`src/sit_pkg.sv`:
```
// ----------------------------------------------------------------------------
// sit_pkg
// Shared types and constants of the segment intersection test pipeline.
// ----------------------------------------------------------------------------
package sit_pkg;

    // Default coordinate width
    localparam int COORD_BITS_DEF = 16;

    // Segment tests run in parallel: lane 0 is the second segment or the
    // left box edge, lanes 1 to 3 are the remaining box edges.
    localparam int NUM_LANES = 4;

    // Coordinates of a segment: start x, start y, end x, end y
    localparam int NUM_COORD = 4;
    localparam int IX_AX     = 0;
    localparam int IX_AY     = 1;
    localparam int IX_BX     = 2;
    localparam int IX_BY     = 3;

    // Each lane forms four cross products, each the difference of two products
    localparam int NUM_CROSS = 4;
    localparam int NUM_PROD  = 2 * NUM_CROSS;

    // Query command
    typedef enum logic [1:0] {
        CMD_INTERSECTS = 2'd0,
        CMD_TOUCHES    = 2'd1,
        CMD_SHARES     = 2'd2,
        CMD_BOX        = 2'd3
    } cmd_t;

    // Outcome of one segment-against-segment test
    typedef enum logic [1:0] {
        SEG_NONE    = 2'd0,
        SEG_CROSS   = 2'd1,
        SEG_CONTACT = 2'd2
    } seg_res_t;

    // Per-item control that rides along with the lane data
    typedef struct packed {
        cmd_t cmd;
        logic share;
        logic inbox;
    } ctl_t;

endpackage

```
`src/sit_front.sv`:
```
// ----------------------------------------------------------------------------
// sit_front
// First two pipeline stages: box corners, lane operand selection, endpoint
// and containment checks, bounding box overlap and cross product operands.
// ----------------------------------------------------------------------------
module sit_front #(
    parameter int W = sit_pkg::COORD_BITS_DEF
) (
    input  logic                 clk,
    input  logic                 en,
    input  logic [1:0]           command,
    input  logic signed [W-1:0]  seg_a_x,
    input  logic signed [W-1:0]  seg_a_y,
    input  logic signed [W-1:0]  seg_b_x,
    input  logic signed [W-1:0]  seg_b_y,
    input  logic signed [W-1:0]  other_a_x,
    input  logic signed [W-1:0]  other_a_y,
    input  logic signed [W-1:0]  other_b_x,
    input  logic signed [W-1:0]  other_b_y,
    output logic signed [W:0]    ma [sit_pkg::NUM_LANES][sit_pkg::NUM_PROD],
    output logic signed [W:0]    mb [sit_pkg::NUM_LANES][sit_pkg::NUM_PROD],
    output logic                 ovl [sit_pkg::NUM_LANES],
    output sit_pkg::ctl_t        ctl
);

    // Stage 1 registers
    logic signed [W-1:0] s_reg [sit_pkg::NUM_COORD];
    logic signed [W-1:0] t_reg [sit_pkg::NUM_LANES][sit_pkg::NUM_COORD];
    logic signed [W-1:0] t_next [sit_pkg::NUM_LANES][sit_pkg::NUM_COORD];
    logic signed [W-1:0] box_reg [sit_pkg::NUM_COORD];
    sit_pkg::cmd_t       cmd_reg;
    logic                share_reg;
    logic                share_next;

    // Stage 2 registers
    logic signed [W:0]   ma_reg [sit_pkg::NUM_LANES][sit_pkg::NUM_PROD];
    logic signed [W:0]   ma_next [sit_pkg::NUM_LANES][sit_pkg::NUM_PROD];
    logic signed [W:0]   mb_reg [sit_pkg::NUM_LANES][sit_pkg::NUM_PROD];
    logic signed [W:0]   mb_next [sit_pkg::NUM_LANES][sit_pkg::NUM_PROD];
    logic                ovl_reg [sit_pkg::NUM_LANES];
    logic                ovl_next [sit_pkg::NUM_LANES];
    sit_pkg::ctl_t       ctl_reg;
    sit_pkg::ctl_t       ctl_next;

    // Box bounds, min and max per axis
    logic signed [W-1:0] x0, x1, y0, y1;

    // Exact difference, one bit wider than the coordinates
    function automatic logic signed [W:0] dif(input logic signed [W-1:0] a,
                                              input logic signed [W-1:0] b);
        dif = $signed({a[W-1], a}) - $signed({b[W-1], b});
    endfunction

    // Stage 1: box corners and lane operands
    always_comb
    begin
        x0 = (other_a_x < other_b_x) ? other_a_x : other_b_x;
        x1 = (other_a_x < other_b_x) ? other_b_x : other_a_x;
        y0 = (other_a_y < other_b_y) ? other_a_y : other_b_y;
        y1 = (other_a_y < other_b_y) ? other_b_y : other_a_y;

        // lane 0: second segment, or left edge for a box query
        if (sit_pkg::cmd_t'(command) == sit_pkg::CMD_BOX)
        begin
            t_next[0][sit_pkg::IX_AX] = x0;
            t_next[0][sit_pkg::IX_AY] = y0;
            t_next[0][sit_pkg::IX_BX] = x0;
            t_next[0][sit_pkg::IX_BY] = y1;
        end
        else
        begin
            t_next[0][sit_pkg::IX_AX] = other_a_x;
            t_next[0][sit_pkg::IX_AY] = other_a_y;
            t_next[0][sit_pkg::IX_BX] = other_b_x;
            t_next[0][sit_pkg::IX_BY] = other_b_y;
        end
        // bottom edge
        t_next[1][sit_pkg::IX_AX] = x0;
        t_next[1][sit_pkg::IX_AY] = y0;
        t_next[1][sit_pkg::IX_BX] = x1;
        t_next[1][sit_pkg::IX_BY] = y0;
        // right edge
        t_next[2][sit_pkg::IX_AX] = x1;
        t_next[2][sit_pkg::IX_AY] = y0;
        t_next[2][sit_pkg::IX_BX] = x1;
        t_next[2][sit_pkg::IX_BY] = y1;
        // top edge
        t_next[3][sit_pkg::IX_AX] = x0;
        t_next[3][sit_pkg::IX_AY] = y1;
        t_next[3][sit_pkg::IX_BX] = x1;
        t_next[3][sit_pkg::IX_BY] = y1;

        // shared endpoint check
        share_next = (seg_a_x == other_a_x && seg_a_y == other_a_y) ||
                     (seg_a_x == other_b_x && seg_a_y == other_b_y) ||
                     (seg_b_x == other_a_x && seg_b_y == other_a_y) ||
                     (seg_b_x == other_b_x && seg_b_y == other_b_y);
    end

    always_ff @(posedge clk)
    begin
        if (en)
        begin
            s_reg[sit_pkg::IX_AX]   <= seg_a_x;
            s_reg[sit_pkg::IX_AY]   <= seg_a_y;
            s_reg[sit_pkg::IX_BX]   <= seg_b_x;
            s_reg[sit_pkg::IX_BY]   <= seg_b_y;
            box_reg[sit_pkg::IX_AX] <= x0;
            box_reg[sit_pkg::IX_AY] <= y0;
            box_reg[sit_pkg::IX_BX] <= x1;
            box_reg[sit_pkg::IX_BY] <= y1;
            cmd_reg                 <= sit_pkg::cmd_t'(command);
            share_reg               <= share_next;
            for (int l = 0; l < sit_pkg::NUM_LANES; l++)
            begin
                for (int c = 0; c < sit_pkg::NUM_COORD; c++)
                begin
                    t_reg[l][c] <= t_next[l][c];
                end
            end
        end
    end

    // Stage 2: overlap prefilter, containment and cross product operands
    always_comb
    begin
        for (int l = 0; l < sit_pkg::NUM_LANES; l++)
        begin
            logic signed [W-1:0] sxl, sxh, syl, syh, txl, txh, tyl, tyh;
            sxl = (s_reg[0] < s_reg[2]) ? s_reg[0] : s_reg[2];
            sxh = (s_reg[0] < s_reg[2]) ? s_reg[2] : s_reg[0];
            syl = (s_reg[1] < s_reg[3]) ? s_reg[1] : s_reg[3];
            syh = (s_reg[1] < s_reg[3]) ? s_reg[3] : s_reg[1];
            txl = (t_reg[l][0] < t_reg[l][2]) ? t_reg[l][0] : t_reg[l][2];
            txh = (t_reg[l][0] < t_reg[l][2]) ? t_reg[l][2] : t_reg[l][0];
            tyl = (t_reg[l][1] < t_reg[l][3]) ? t_reg[l][1] : t_reg[l][3];
            tyh = (t_reg[l][1] < t_reg[l][3]) ? t_reg[l][3] : t_reg[l][1];
            ovl_next[l] = !(sxl > txh || txl > sxh || syl > tyh || tyl > syh);

            // cross of other endpoints against the first segment
            ma_next[l][0] = dif(t_reg[l][0], s_reg[0]);
            mb_next[l][0] = dif(s_reg[3], s_reg[1]);
            ma_next[l][1] = dif(t_reg[l][1], s_reg[1]);
            mb_next[l][1] = dif(s_reg[2], s_reg[0]);
            ma_next[l][2] = dif(t_reg[l][2], s_reg[0]);
            mb_next[l][2] = dif(s_reg[3], s_reg[1]);
            ma_next[l][3] = dif(t_reg[l][3], s_reg[1]);
            mb_next[l][3] = dif(s_reg[2], s_reg[0]);
            // cross of first segment endpoints against the other line
            ma_next[l][4] = dif(s_reg[0], t_reg[l][0]);
            mb_next[l][4] = dif(t_reg[l][3], t_reg[l][1]);
            ma_next[l][5] = dif(s_reg[1], t_reg[l][1]);
            mb_next[l][5] = dif(t_reg[l][2], t_reg[l][0]);
            ma_next[l][6] = dif(s_reg[2], t_reg[l][0]);
            mb_next[l][6] = dif(t_reg[l][3], t_reg[l][1]);
            ma_next[l][7] = dif(s_reg[3], t_reg[l][1]);
            mb_next[l][7] = dif(t_reg[l][2], t_reg[l][0]);
        end

        // inclusive point-in-box for either endpoint
        ctl_next.cmd   = cmd_reg;
        ctl_next.share = share_reg;
        ctl_next.inbox =
            (s_reg[0] >= box_reg[0] && s_reg[0] <= box_reg[2] &&
             s_reg[1] >= box_reg[1] && s_reg[1] <= box_reg[3]) ||
            (s_reg[2] >= box_reg[0] && s_reg[2] <= box_reg[2] &&
             s_reg[3] >= box_reg[1] && s_reg[3] <= box_reg[3]);
    end

    always_ff @(posedge clk)
    begin
        if (en)
        begin
            ctl_reg <= ctl_next;
            for (int l = 0; l < sit_pkg::NUM_LANES; l++)
            begin
                ovl_reg[l] <= ovl_next[l];
                for (int k = 0; k < sit_pkg::NUM_PROD; k++)
                begin
                    ma_reg[l][k] <= ma_next[l][k];
                    mb_reg[l][k] <= mb_next[l][k];
                end
            end
        end
    end

    assign ma  = ma_reg;
    assign mb  = mb_reg;
    assign ovl = ovl_reg;
    assign ctl = ctl_reg;

endmodule

```
`config.mk`:
```
export PLATFORM = sky130hd
export DESIGN_NAME = sit_front
export DESIGN_NICKNAME = d
export VERILOG_FILES = /design/src/sit_pkg.sv /design/src/sit_front.sv
export SDC_FILE = /design/constraint.sdc
export NUM_CORES = 2
export LEC_CHECK = 0
export CELL_PAD_IN_SITES_DETAIL_PLACEMENT = 1
export CELL_PAD_IN_SITES_GLOBAL_PLACEMENT = 1
export CORE_AREA = 2 2 475 477
export CTS_CLUSTER_SIZE = 16
export DETAILED_ROUTE_END_ITERATION = 10
export DIE_AREA = 0 0 477 479
export DONT_BUFFER_PORTS = 1
export GPL_TIMING_DRIVEN = 0
export PLACE_DENSITY_LB_ADDON = 0.08
export SYNTH_ARGS = -nofsm -noshare
export SYNTH_HDL_FRONTEND = slang
export SYNTH_SLANG_ARGS = --single-unit
```
`constraint.sdc`:
```
create_clock -name clk -period 17.3 [get_ports clk]
set_input_delay 3.46 -clock clk [delete_from_list [all_inputs] [get_ports clk]]
set_output_delay 3.46 -clock clk [all_outputs]
set_load 0.1 [all_outputs]
```
==> metrics.cfg <==
[power_and_ir_drop]
leakagePower_nw = 26.33
power_density_nw_per_um2 = 176.1
ir_worst_vdd_v = 0.00008513

[finish]
regArea_sq_um = 19190
layout-drive-gt1-share_pct = 16.52
multi_input_area_sq_um = 29680
syn_to_final_growth_pct = 12.61
fill_cells = 25510
layout.nets = 6654
largest_reg_flops = 334
fin_area_sq_um = 62400

[critical_path]
r2r_cells = 24
critPathArrivalTime_ns = 9.20
startpoint_type = register
crit_required_ns = 17.78
path_max_fanout = 10
critPathKind = reg2reg
critPathCaptureType = register

[cts]
clockBufferDepth = 3
cts_root_buf = clkbuf_16
post_cts_buffers = 0
insertion_delay_ns = 0.77
clkTransAtPathRegs_ns = 0.06
cts_tree = yes
cts.sinks = 639
cts-resized-gates = 0
cts_inserted_buffers = 85
ctsHoldBuffers = 0
htreeDepth = 3

[synth]
synthMuxAreaShare_pct = 4.830
async_reset_ff_share_pct = 0
yosysSeqAreaShare_pct = 34.63
yosys.area_share.xor_xnor_pct = 6.243
synth_ff_type = edfxtp_1
avgSynthCellArea_sq_um = 9.824
synth_area_leaders = edfxtp_1 (35%), ha_1 (15%), buf_4 (8.9%), xnor2_1 (5.0%), a21oi_1 (3.0%)
synthSimpleGateAreaFrac_pct = 11.06
yosys.area.top_type = edfxtp_1
yosysWarnings = 0
synth_most_common_cell = ha_1
yosys.area.top_type_share_pct = 34.63
synth_cell_types = 99
yosys_register_bits = 639
syn_area_sq_um = 55410
synthAdderAreaFrac_pct = 16.04
synth_common_cells = ha_1 (667), buf_4 (660), edfxtp_1 (639), nor2_1 (357), inv_1 (348)
synth_compound_area_share_pct = 14.70
synth_top_family_by_area = adder cells
syn_inst = 5641
synth_edf_count = 639

[timing]
max_freq_mhz = 114.8
period_share_pct = 50.36
drv_slew = 272
tightestPinTransition_ns = 1.913
fin_crit_ns = 8.713
layout_setup_ws_ns = 8.587
setup_viol = 0
setup_tns_ns = 0
hold_viol_final = 0
relSlewSlack_pct = -27.52
worst_clock_skew_ns = 0.06240
rsz0062_at_grt = no

[detailed_routing]
num_vias = 43750
vias_per_cell = 4.911
wire_per_inst_microns = 30.71
drt_pass1_iterations = 5
drt_wl_total_microns = 273600
drc = 0
drtAntennaViolNets = 0
drt_iter0_markers = 3191

[global_routing]
grt_pass1_vias = 43750
antenna_found_initial = 73
grt_usage_pct = 22.94
grt.met2_usage_pct = 35.73
met3_usage_pct = 5.381
grtUsageMet1_pct = 30.95
overflow = 0
busiest_layer = met2
grt_pass1_wl_microns = 365700
grt_max_degree = 640

[placement]
place_ws_ns = 8.614
port_buffers = 0
placed_area_sq_um = 59540
routabilityCongestion = 0.8935
dp_hpwl_microns = 222200

[floorplanning]
rows = 174
initial_core_util_pct = 24.78
fp.dieH_microns = 479
die_width_microns = 477
core-area_sq_um = 223600
boundaryPins = 1228
dieArea_sq_um = 228500

[status]
violations = max-slew violations
status = finished, violations left

[worst_hold_path]
hold_path.class = reg2reg
holdPathStages = 0

[job]
max-cap-violations = 0

==> cells in the final DEF, fill, tap and decap left out, types with 19 or more instances in the layout <==
| cell | instances |
|---|---|
| a21o_1 | 150 |
| o21a_1 | 78 |
| nor2_1 | 357 |
| inv_1 | 348 |
| ha_1 | 667 |
| o21ai_0 | 279 |
| conb_1 | 102 |
| or3_1 | 34 |
| nor4_1 | 29 |
| and3_1 | 28 |
| fa_1 | 26 |
| o221ai_1 | 31 |
| xor2_1 | 77 |
| a31oi_1 | 19 |
| edfxtp_1 | 639 |
| clkbuf_16 | 85 |
| nand2b_1 | 63 |
| xnor2_1 | 318 |
| o21bai_1 | 42 |
| mux2i_1 | 129 |
| a22oi_1 | 24 |
| a21oi_1 | 334 |
| mux2_2 | 121 |
| nor3_1 | 71 |
| nand3_1 | 79 |
| diode_2 | 20 |
| nand4_1 | 118 |
| o211ai_1 | 22 |
| nand2_1 | 265 |
| a211oi_1 | 21 |
| nor2b_1 | 127 |
| clkbuf_1 | 156 |
| a21boi_0 | 64 |
| buf_4 | 660 |
==> metrics by stage <==
| step | power [mW] | hold WS, ns | std cells | util [%] |
|---|---|---|---|---|
| after CTS | 11.09 | 0.4234 | 8888 | 27.89 |
| final | 10.99 | 0.4234 | 8908 | 27.91 |
| after global routing | 11.43 | 0.4243 | 8896 | 27.90 |
| after floorplan | 8.020 | 0.4003 | 5742 | - |
| after global placement | 9.169 | 0.4075 | 8734 | 26.63 |
| after detailed placement | 9.184 | 0.4121 | 8734 | 26.63 |
==> power breakdown <==
| part | total (mW) | internal, mW | switching, mW |
|---|---|---|---|
| Clock | 1.83 | 1.04 | 0.796 |
| Combinational | 5.02 | 1.30 | 3.72 |
| Sequential | 4.14 | 2.13 | 2.01 |
==> routing by layer <==
layer / wire length (microns) / share of wire (%)
met2: 121700 / 44
met4: 8676 / 3.2
met1: 123200 / 45
met3: 19670 / 7.2
met5: 299 / 0.11
==> logic make-up (layout without fill, tap and decap cells) <==
family	count (synthesis)	count (layout)
flops	639	639
mux	251	251
buf+inv	1174	1328
simple gates	1240	1240
compound gates	1246	1246
other cells	1	122
xor+xnor	395	395
fa+ha+maj	695	695
==> area by class of cell <==
type                            count  share of cell area (%)
Antenna cell                       20                 0.08021
Multi-Input combinational cell   3929                   47.57
Inverter                          351                   2.111
Sequential cell                   639                   30.75
Tap cell                         2992                   5.999
Buffer                            823                   8.983
Clock buffer                       99                   3.493
Clock inverter                     55                   1.015
==> worst max-delay path, stage by stage (launching register included) <==
cell and delay, ns:
edfxtp_1 0.94, inv_1 0.63, ha_1 0.48, nor2b_1 0.12, o21ai_0 0.10, a21boi_0 0.25
o21ai_0 0.14, a21oi_1 0.25, o211ai_1 0.18, a311oi_1 0.39, nor3b_1 0.12, nor3_1 0.98
buf_2 0.48, mux2i_1 0.79, ha_1 0.39, nor2b_1 0.14, o21a_1 0.16, o21a_1 0.16
o21a_1 0.16, o21a_1 0.16, o21a_1 0.16, o211ai_1 0.20, a21oi_1 0.09, nand4b_1 0.46
a31oi_1 0.50
==> final timing paths <==
check	start	to	slack, ns
worst max-delay path	s_reg[1][1]$_DFFE_PP_	ovl[1]$_DFFE_PP_	8.59
worst max register to register	s_reg[1][1]$_DFFE_PP_	ovl[1]$_DFFE_PP_	8.59
worst min-delay path	cmd_reg[1]$_DFFE_PP_	ctl[3]$_DFFE_PP_	0.42
worst min register to register	cmd_reg[1]$_DFFE_PP_	ctl[3]$_DFFE_PP_	0.42
Power figures use the tool's default switching activity.
